[src/hdl/mpv_pkg.sv]
`timescale 1ns / 1ps
// mpv_pkg: constants, request codes, controller command type and FNV-1a helpers
// for the Merkle proof verifier. No dependencies.
package mpv_pkg;

  localparam logic [63:0] FNV_OFFSET_BASIS = 64'hcbf29ce484222325;
  localparam logic [63:0] FNV_PRIME        = 64'h00000100000001b3;
  localparam int          HEX_DIGITS       = 16;
  localparam int          STEP_ROUNDS      = 2 * HEX_DIGITS;
  localparam int          ROUND_CNT_W      = $clog2(STEP_ROUNDS);

  localparam logic [1:0] FUNC_LEAF   = 2'd0;
  localparam logic [1:0] FUNC_STEP   = 2'd1;
  localparam logic [1:0] FUNC_FINISH = 2'd2;

  localparam logic [7:0] ASCII_ZERO  = 8'h30;
  localparam logic [7:0] ASCII_A_M10 = 8'h57;

  typedef struct packed {
    logic leaf;
    logic load;
    logic hex_round;
    logic finish;
  } mpv_cmd_t;

  // h ^ b, then times the prime (2^40 + 0x1b3) as shift-add
  function automatic logic [63:0] fnv_fold(input logic [63:0] h, input logic [7:0] b);
    logic [63:0] x;
    x = h ^ {56'd0, b};
    return (x << 40) + (x << 8) + (x << 7) + (x << 5) + (x << 4) + (x << 1) + x;
  endfunction

  function automatic logic [7:0] hex_char(input logic [3:0] n);
    return (n < 4'd10) ? (ASCII_ZERO + {4'd0, n}) : (ASCII_A_M10 + {4'd0, n});
  endfunction

endpackage

[src/hdl/merkle_proof_verifier.sv]
`timescale 1ns / 1ps
// merkle_proof_verifier: top level, Merkle inclusion proof check on 64-bit FNV-1a.
// Depends on mpv_pkg, mpv_ctrl and mpv_datapath.
//
//   channel  direction  handshake           payload
//   in_      input      in_valid/in_stall   func, data_byte, sibling_hash,
//                                           sibling_is_left, expected_root, root_present
//   out_     output     out_valid/out_stall verified, computed_root
//
// A proof step is one load, then one hex-character round per nibble of the ordered
// hash pair, each round through the FNV fold.
// Reset (rst_n low, synchronous) sets the running hash to the offset basis.
// The result sits in an output register; while it is stalled, in_stall is high.
module merkle_proof_verifier import mpv_pkg::*; (
  input  logic        clk,
  input  logic        rst_n,
  input  logic        in_valid,
  output logic        in_stall,
  input  logic [1:0]  in_func,
  input  logic [7:0]  in_data_byte,
  input  logic [63:0] in_sibling_hash,
  input  logic        in_sibling_is_left,
  input  logic [63:0] in_expected_root,
  input  logic        in_root_present,
  output logic        out_valid,
  input  logic        out_stall,
  output logic        out_verified,
  output logic [63:0] out_computed_root
);

  mpv_cmd_t cmd;

  mpv_ctrl u_ctrl (
    .clk       (clk),
    .rst_n     (rst_n),
    .in_valid  (in_valid),
    .in_func   (in_func),
    .in_stall  (in_stall),
    .out_valid (out_valid),
    .out_stall (out_stall),
    .cmd       (cmd)
  );

  mpv_datapath u_datapath (
    .clk                (clk),
    .rst_n              (rst_n),
    .cmd                (cmd),
    .in_data_byte       (in_data_byte),
    .in_sibling_hash    (in_sibling_hash),
    .in_sibling_is_left (in_sibling_is_left),
    .in_expected_root   (in_expected_root),
    .in_root_present    (in_root_present),
    .out_verified       (out_verified),
    .out_computed_root  (out_computed_root)
  );

endmodule

[src/hdl/mpv_datapath.sv]
`timescale 1ns / 1ps
// mpv_datapath: running hash, pair shift register and result register.
// Depends on mpv_pkg; driven by commands from mpv_ctrl.
module mpv_datapath import mpv_pkg::*; (
  input  logic        clk,
  input  logic        rst_n,
  input  mpv_cmd_t    cmd,
  input  logic [7:0]  in_data_byte,
  input  logic [63:0] in_sibling_hash,
  input  logic        in_sibling_is_left,
  input  logic [63:0] in_expected_root,
  input  logic        in_root_present,
  output logic        out_verified,
  output logic [63:0] out_computed_root
);

  logic [63:0]  hash_r, hash_nxt;
  logic [127:0] pair_r, pair_nxt;
  logic         verified_r, verified_nxt;
  logic [63:0]  root_r, root_nxt;

  always_comb begin
    hash_nxt     = hash_r;
    pair_nxt     = pair_r;
    verified_nxt = verified_r;
    root_nxt     = root_r;
    if (cmd.leaf) begin
      hash_nxt = fnv_fold(hash_r, in_data_byte);
    end
    if (cmd.load) begin
      pair_nxt = in_sibling_is_left ? {in_sibling_hash, hash_r} : {hash_r, in_sibling_hash};
      hash_nxt = FNV_OFFSET_BASIS;
    end
    if (cmd.hex_round) begin
      hash_nxt = fnv_fold(hash_r, hex_char(pair_r[127:124]));
      pair_nxt = {pair_r[123:0], 4'd0};
    end
    if (cmd.finish) begin
      verified_nxt = in_root_present && (hash_r == in_expected_root);
      root_nxt     = hash_r;
      hash_nxt     = FNV_OFFSET_BASIS;
    end
  end

  always_ff @(posedge clk) begin
    if (!rst_n) begin
      hash_r <= FNV_OFFSET_BASIS;
    end else begin
      hash_r <= hash_nxt;
    end
  end

  always_ff @(posedge clk) begin
    pair_r     <= pair_nxt;
    verified_r <= verified_nxt;
    root_r     <= root_nxt;
  end

  assign out_verified      = verified_r;
  assign out_computed_root = root_r;

endmodule

[src/hdl/mpv_ctrl.sv]
`timescale 1ns / 1ps
// mpv_ctrl: request handshake, proof-step round sequencer and result valid flag.
// Depends on mpv_pkg; commands mpv_datapath.
module mpv_ctrl import mpv_pkg::*; (
  input  logic       clk,
  input  logic       rst_n,
  input  logic       in_valid,
  input  logic [1:0] in_func,
  output logic       in_stall,
  output logic       out_valid,
  input  logic       out_stall,
  output mpv_cmd_t   cmd
);

  localparam logic ST_IDLE = 1'b0;
  localparam logic ST_STEP = 1'b1;
  localparam logic [ROUND_CNT_W-1:0] LAST_ROUND = ROUND_CNT_W'(STEP_ROUNDS - 1);

  logic                   state_r, state_nxt;
  logic [ROUND_CNT_W-1:0] cnt_r, cnt_nxt;
  logic                   out_valid_r, out_valid_nxt;
  logic                   accept;

  assign in_stall = (state_r == ST_STEP) || (out_valid_r && out_stall);
  assign accept   = in_valid && !in_stall;

  always_comb begin
    cmd.leaf      = accept && (in_func == FUNC_LEAF);
    cmd.load      = accept && (in_func == FUNC_STEP);
    cmd.finish    = accept && (in_func == FUNC_FINISH);
    cmd.hex_round = (state_r == ST_STEP);
  end

  always_comb begin
    state_nxt     = state_r;
    cnt_nxt       = cnt_r;
    out_valid_nxt = out_valid_r;
    case (state_r)
      ST_IDLE: begin
        if (cmd.load) begin
          state_nxt = ST_STEP;
        end
      end
      ST_STEP: begin
        if (cnt_r == LAST_ROUND) begin
          cnt_nxt   = '0;
          state_nxt = ST_IDLE;
        end else begin
          cnt_nxt = cnt_r + ROUND_CNT_W'(1);
        end
      end
      default: begin
        state_nxt = ST_IDLE;
        cnt_nxt   = '0;
      end
    endcase
    if (cmd.finish) begin
      out_valid_nxt = 1'b1;
    end else if (!out_stall) begin
      out_valid_nxt = 1'b0;
    end
  end

  always_ff @(posedge clk) begin
    if (!rst_n) begin
      state_r     <= ST_IDLE;
      cnt_r       <= '0;
      out_valid_r <= 1'b0;
    end else begin
      state_r     <= state_nxt;
      cnt_r       <= cnt_nxt;
      out_valid_r <= out_valid_nxt;
    end
  end

  assign out_valid = out_valid_r;

  a_cnt_idle: assert property (@(posedge clk) disable iff (!rst_n)
    (state_r == ST_IDLE) |-> (cnt_r == '0))
    else $error("round counter nonzero while idle");

  a_step_start: assert property (@(posedge clk) disable iff (!rst_n)
    cmd.load |=> (state_r == ST_STEP) && (cnt_r == '0))
    else $error("proof step did not start round sequence");

  a_finish_out: assert property (@(posedge clk) disable iff (!rst_n)
    cmd.finish |=> out_valid_r)
    else $error("finish request gave no result");

  a_no_cmd_busy: assert property (@(posedge clk) disable iff (!rst_n)
    (state_r == ST_STEP) |-> !(cmd.leaf || cmd.load || cmd.finish))
    else $error("request taken during proof step");

endmodule

[config.mk]
export PLATFORM = sky130hd
export DESIGN_NAME = merkle_proof_verifier
export DESIGN_NICKNAME = d
export VERILOG_FILES = /design/src/hdl/mpv_pkg.sv /design/src/hdl/merkle_proof_verifier.sv /design/src/hdl/mpv_datapath.sv /design/src/hdl/mpv_ctrl.sv
export SDC_FILE = /design/constraint.sdc
export NUM_CORES = 1
export LEC_CHECK = 0
export BUFFER_PORTS_ARGS = -buffer_cell sky130_fd_sc_hd__buf_2
export CORE_UTILIZATION = 35
export CTS_BUF_LIST = sky130_fd_sc_hd__clkbuf_4 sky130_fd_sc_hd__clkbuf_8
export CTS_CLUSTER_SIZE = 12
export DETAILED_ROUTE_END_ITERATION = 8
export GPL_TIMING_DRIVEN = 0
export PLACE_DENSITY = 0.62
export RECOVER_POWER = 25
export REMOVE_ABC_BUFFERS = 1
export SYNTH_ARGS = -nofsm -noshare
export SYNTH_HDL_FRONTEND = slang
export SYNTH_SLANG_ARGS = --single-unit
[constraint.sdc]
create_clock -name clk -period 9.9 [get_ports clk]
set_clock_uncertainty 0.05 [all_clocks]
set_input_delay 0.99 -clock clk [delete_from_list [all_inputs] [get_ports clk]]
set_output_delay 0.99 -clock clk [all_outputs]
set_load 0.01 [all_outputs]
* Word-level counts from Yosys, hierarchy flattened
Index checks and enable logic that the tools add are counted.
W data, S select, Z words.
** Word-level totals
- Output and inout port bits :: 67
- Flip-flop bits (word level) :: 264
- Logic and storage cells :: 58
** Operators by class
- Eq/ne operators :: 5
- Magnitude comparators :: 1
- Bitwise gates (word level) :: 4
- Mux-type cells :: 13
- Add/subtract/negate cells :: 15
- Reductions and logical operators :: 12
** Operators with widths (count)
- $add A64 B64 Y64 :: 12
- $mux W128 :: 3
- $mux W64 :: 3
- $xor A64 B8 Y64 :: 2
- $eq A64 B64 Y1 :: 1
- $add A7 B4 Y8 const A :: 1
- $mux W8 :: 1
- $add A6 B4 Y7 const A :: 1
- $logic_and A1 B1 Y1 :: 6
- $add A5 B1 Y5 const B :: 1
- $eq A5 B5 Y1 const B :: 1
- $mux W5 :: 1
- $lt A4 B4 Y1 const B :: 1
- $mux W1 :: 4
- $reduce_bool A3 Y1 :: 1
- $eq A2 B1 Y1 const B :: 1
- $eq A2 B2 Y1 const B :: 1
- $logic_not A2 Y1 :: 1
- $ne A2 B1 Y1 const B :: 1
- $not A1 Y1 :: 2
- $pmux W1 S2 :: 1
- $reduce_bool A2 Y1 :: 1
- $reduce_or A2 Y1 :: 1
- $logic_not A1 Y1 :: 1
- $logic_or A1 B1 Y1 :: 1

* Longest topological paths before layout
- Depth in word-level cells :: 10
- Mapped depth :: 25
- Gate-level depth less buffers :: 25

* Hierarchy
A second synthesis with hierarchy kept.
** Unflattened totals
- Cell total of the unflattened synthesis :: 2778
- Area, all modules :: 26920.8 um^2
** By module, submodules not included
- mpv_datapath :: cells an instance 2736, instances 1, area each 26532.9 um^2
- mpv_ctrl :: cells an instance 42, instances 1, area each 387.9 um^2

* Worst setup path after synthesis
No wires, ideal clock.
- Path type :: reg2reg
- Start :: register u_datapath.pair_r[125]
- End :: register u_datapath.hash_r[57]
- Arrival time :: 5.642 ns
- Setup time :: 0.119 ns
- Stages on the path, launching flop included :: 24
- Slack :: 4.089 ns
- Cell sequence :: edfxtp_1 > inv_1 > ha_1 > a21oi_1 > xor2_1 > inv_1 > fa_1 > inv_1 > fa_1 > ha_1 > ha_1 > ha_1 > inv_1 > fa_1 > nand2b_1 > a211oi_2 > o21ai_1 > a211oi_1 > and4bb_1 > nor4_4 > o21ai_1 > o21ai_1 > xnor2_1 > o221a_2
** Between the ends
- Cells in the longest elaborated chain, start to end :: 10
** RTL lines
- start, declared :: line mpv_datapath.sv:18 : logic [127:0] pair_r, pair_nxt;
- start signal, assigned :: line mpv_datapath.sv:54 : pair_r <= pair_nxt;
- $add A7 B4 Y8 (tied with other cells) :: line mpv_pkg.sv:34 : return (n < 4'd10) ? (ASCII_ZERO + {4'd0, n}) : (ASCII_A_M10 + {4'd0, n});
- $mux W8 (*) :: line mpv_pkg.sv:34
- $xor A64 B8 Y64 (*) :: line mpv_pkg.sv:29 : x = h ^ {56'd0, b};
- $add A64 B64 Y64 (5 in a row) :: line mpv_pkg.sv:30 : return (x << 40) + (x << 8) + (x << 7) + (x << 5) + (x << 4) + (x << 1) + x;
- $add A64 B64 Y64 (*) :: line mpv_pkg.sv:30
- $mux W64 (*) :: line mpv_datapath.sv:34 : if (cmd.hex_round) begin
- end signal, assigned :: line mpv_datapath.sv:49 : hash_r <= hash_nxt;
- end, declared :: line mpv_datapath.sv:17 : logic [63:0] hash_r, hash_nxt;
Every way passes the cells marked *; elsewhere a longest branch is shown, timed or not.
A chain may end at the register's enable or synchronous reset.

* Final worst setup path
- Start :: register u_datapath.pair_r[125]
- End :: register u_datapath.hash_r[63]
The elaborated chain is that of the path after synthesis.

==> results.ini <==
[placed_design]
place_congestion=0.934
dp_hpwl_um=67200
portBuffers=210
dp_cells=3926

[final_layout]
layout_common_cells=453 x inv_1, 323 x fa_1, 230 x nand2_1
nFillCells=7576
nNetsFinal=3579
instances_no_fill=4018
seqCellArea_mm2=0.00718
layout_commonest_cell=inv_1
multi_input_area_mm2=0.0179
drive_gt1_frac=0.101
areaGrowthSynthToFinish_pct=11.6

[floorplanning]
chipWidth_um=281
coreArea_mm2=0.0765
die_h_um=281
dieArea_mm2=0.0790
initial_core_util=0.356
rows=101
num_io_pins=211

[grt]
grt_overflow=0
antenna_found_initial=5
grt_max_degree=100
grt_pass1_vias=21361
grt_usage=0.228
grt_pass1_wl_um=134000

[sta]
whs_ns=0.438
min_period_ns=7.24
setup_viol=0
final-hold-violation-count=0
worst_pin_slew_ns=1.63
finalMaxSlewViolations=42
fin_crit_sh=0.732
max_freq_mhz=138
relSlewSlack=-0.0852
rsz0062_at_grt=no

[routing]
drt_iter0_drc=1950
wl_per_cell_um=22.3
vias_per_cell=5.36
drc_errors=0
dr.pass1.iters=6
ant_nets=0
vias=21553
wirelength_um=89700

[run_status]
outcome=complete, but fails checks
violations=capacitance limit, slew limit

[setup_path]
worst_r2r_path_depth=24
crit_path_max_fanout=7
cp_num_buf_inv=4
rrSetupSlack_ns=2.66
setup.worst_path.start=u_datapath.pair_r[125]
worstPathRequired_ns=10.44
crit_type=reg -> reg
crit_arrival_ns=7.78
cp-start-kind=flop
r2r_start=u_datapath.pair_r[125]
cp_slowest_cell=xor2_1
end_kind=flop
critPathMaxStageDelay_ns=0.85
path_delay_family=adder cells
crit-reg2reg-capture=u_datapath.hash_r[63]
crit_chain=inv_1 > ha_1 > nor2_1 > o21ai_0 > xor2_1 > inv_1 > fa_1 > inv_1 > fa_1 > ha_1 > ha_1 > ha_1 > inv_1 > fa_1 > nand2b_1 > a211oi_2 > o21ai_1 > a211oi_1 > and4bb_1 > nor4_4 > o2111ai_2 > nand2_1 > mux2i_1 > a21boi_0

[hold_path]
worstHoldStart=u_ctrl.out_valid
min_to=u_ctrl.out_valid
min_delay_path_depth=2
min-delay-path-class=reg -> reg

[clock_network]
path_clk_slew_ns=0.07
cts_hold_buf=0
cts_buffers=49
clockBufferDepth=3
h-tree-depth=2
insertion_delay_ns=0.67
clock_sinks=264
clockRootBuffer=clkbuf_8
postCtsSetupBuffers=0
cts_tree=done
ctsResizeCount=0

[flow_run]
cap_violations=3

[yosys]
syn_avg_cell_area_um2=9.76
ys.flop_type=edfxtp_1
synth_warnings=0
synthCells=2791
synth_edf_count=189
async_flop_share=0
synth-seq-area-share=0.263
ys_seq_elements=264
ys_types=92
netlist_area_mm2=0.0272

## per-stage QoR
step	area [um^2]	worst slack, ns	utilization	setup TNS (ns)
after global placement	29100	-6.55	0.380	-1224.89
after floorplan	26700	0.475	-	0
after detailed placement	29400	2.69	0.385	0
after CTS	30500	2.66	0.399	0
final	30400	2.66	0.398	0
after global routing	30400	2.12	0.398	0
## registers in the layout, summed over array words and instances, names as in the netlist
name and count:
u_datapath.out_verified 1, u_datapath.out_computed_root 64, u_datapath.hash_r 64, u_ctrl.cnt_r 5, u_datapath.pair_r 128, u_ctrl.state_r 1
u_ctrl.out_valid 1
## area by class of cell
cell class,instances,share of cell area
multi-input cells,1953,0.588
well taps,1030,0.0424
flip-flops and latches,264,0.236
diodes,1,0.0000823
repair buffers,223,0.0420
inverters,456,0.0565
clock buffers,79,0.0308
clock inverters,12,0.00383
## logic make-up (layout without fill, tap and decap cells)
group           after synthesis  count (layout)  share of synthesized area
flops                       264             264                      0.263
compound gates              635             635                      0.146
other cells                   0               1                          0
fa+ha+maj                   488             488                      0.313
buf+inv                     574             770                     0.0816
xor+xnor                    166             166                     0.0534
mux                         146             146                     0.0538
simple gates                518             518                     0.0884
## worst min-delay path, stage by stage, from the launching register on
cell and delay [ns]:
dfxtp_1 0.32, nand2_1 0.05, a21boi_0 0.06
## per-layer routing
layer | part of all wire | global-route usage | wire [um]
met5 | 0.00046 | 0 | 41
met4 | 0.039 | 0.0815 | 3500
met3 | 0.072 | 0.0343 | 6480
met2 | 0.47 | 0.374 | 42000
met1 | 0.42 | 0.304 | 37700
## how the worst max path moves through the flow
stage	cells past startpoint	endpoint	slack, ns
final	24	u_datapath.hash_r[63]	2.66
after CTS	24	u_datapath.hash_r[59]	2.66
after detailed placement	24	u_datapath.hash_r[59]	2.69
after global placement	7	u_datapath.hash_r[47]	-6.55
after floorplan	8	u_datapath.hash_r[31]	0.47
after global routing	24	u_datapath.hash_r[63]	2.12
## cell usage after synthesis (27+ instances only)
| master | instances | area, um^2 |
|---|---|---|
| a211oi_1 | 30 | 225 |
| a21oi_1 | 153 | 766 |
| dfxtp_1 | 75 | 1500 |
| edfxtp_1 | 189 | 5680 |
| a21o_1 | 41 | 308 |
| inv_1 | 454 | 1700 |
| ha_1 | 165 | 2060 |
| nand3_1 | 32 | 160 |
| mux2i_1 | 143 | 1430 |
| o21ai_0 | 218 | 1090 |
| nand2_1 | 232 | 871 |
| xor2_1 | 76 | 666 |
| a221oi_1 | 27 | 236 |
| clkbuf_1 | 92 | 345 |
| xnor2_1 | 90 | 788 |
| nor2_1 | 107 | 402 |
| fa_1 | 323 | 6470 |
Power is not shown: default switching activity piles up to over one toggle a cycle in this logic, so the estimate is an artifact.
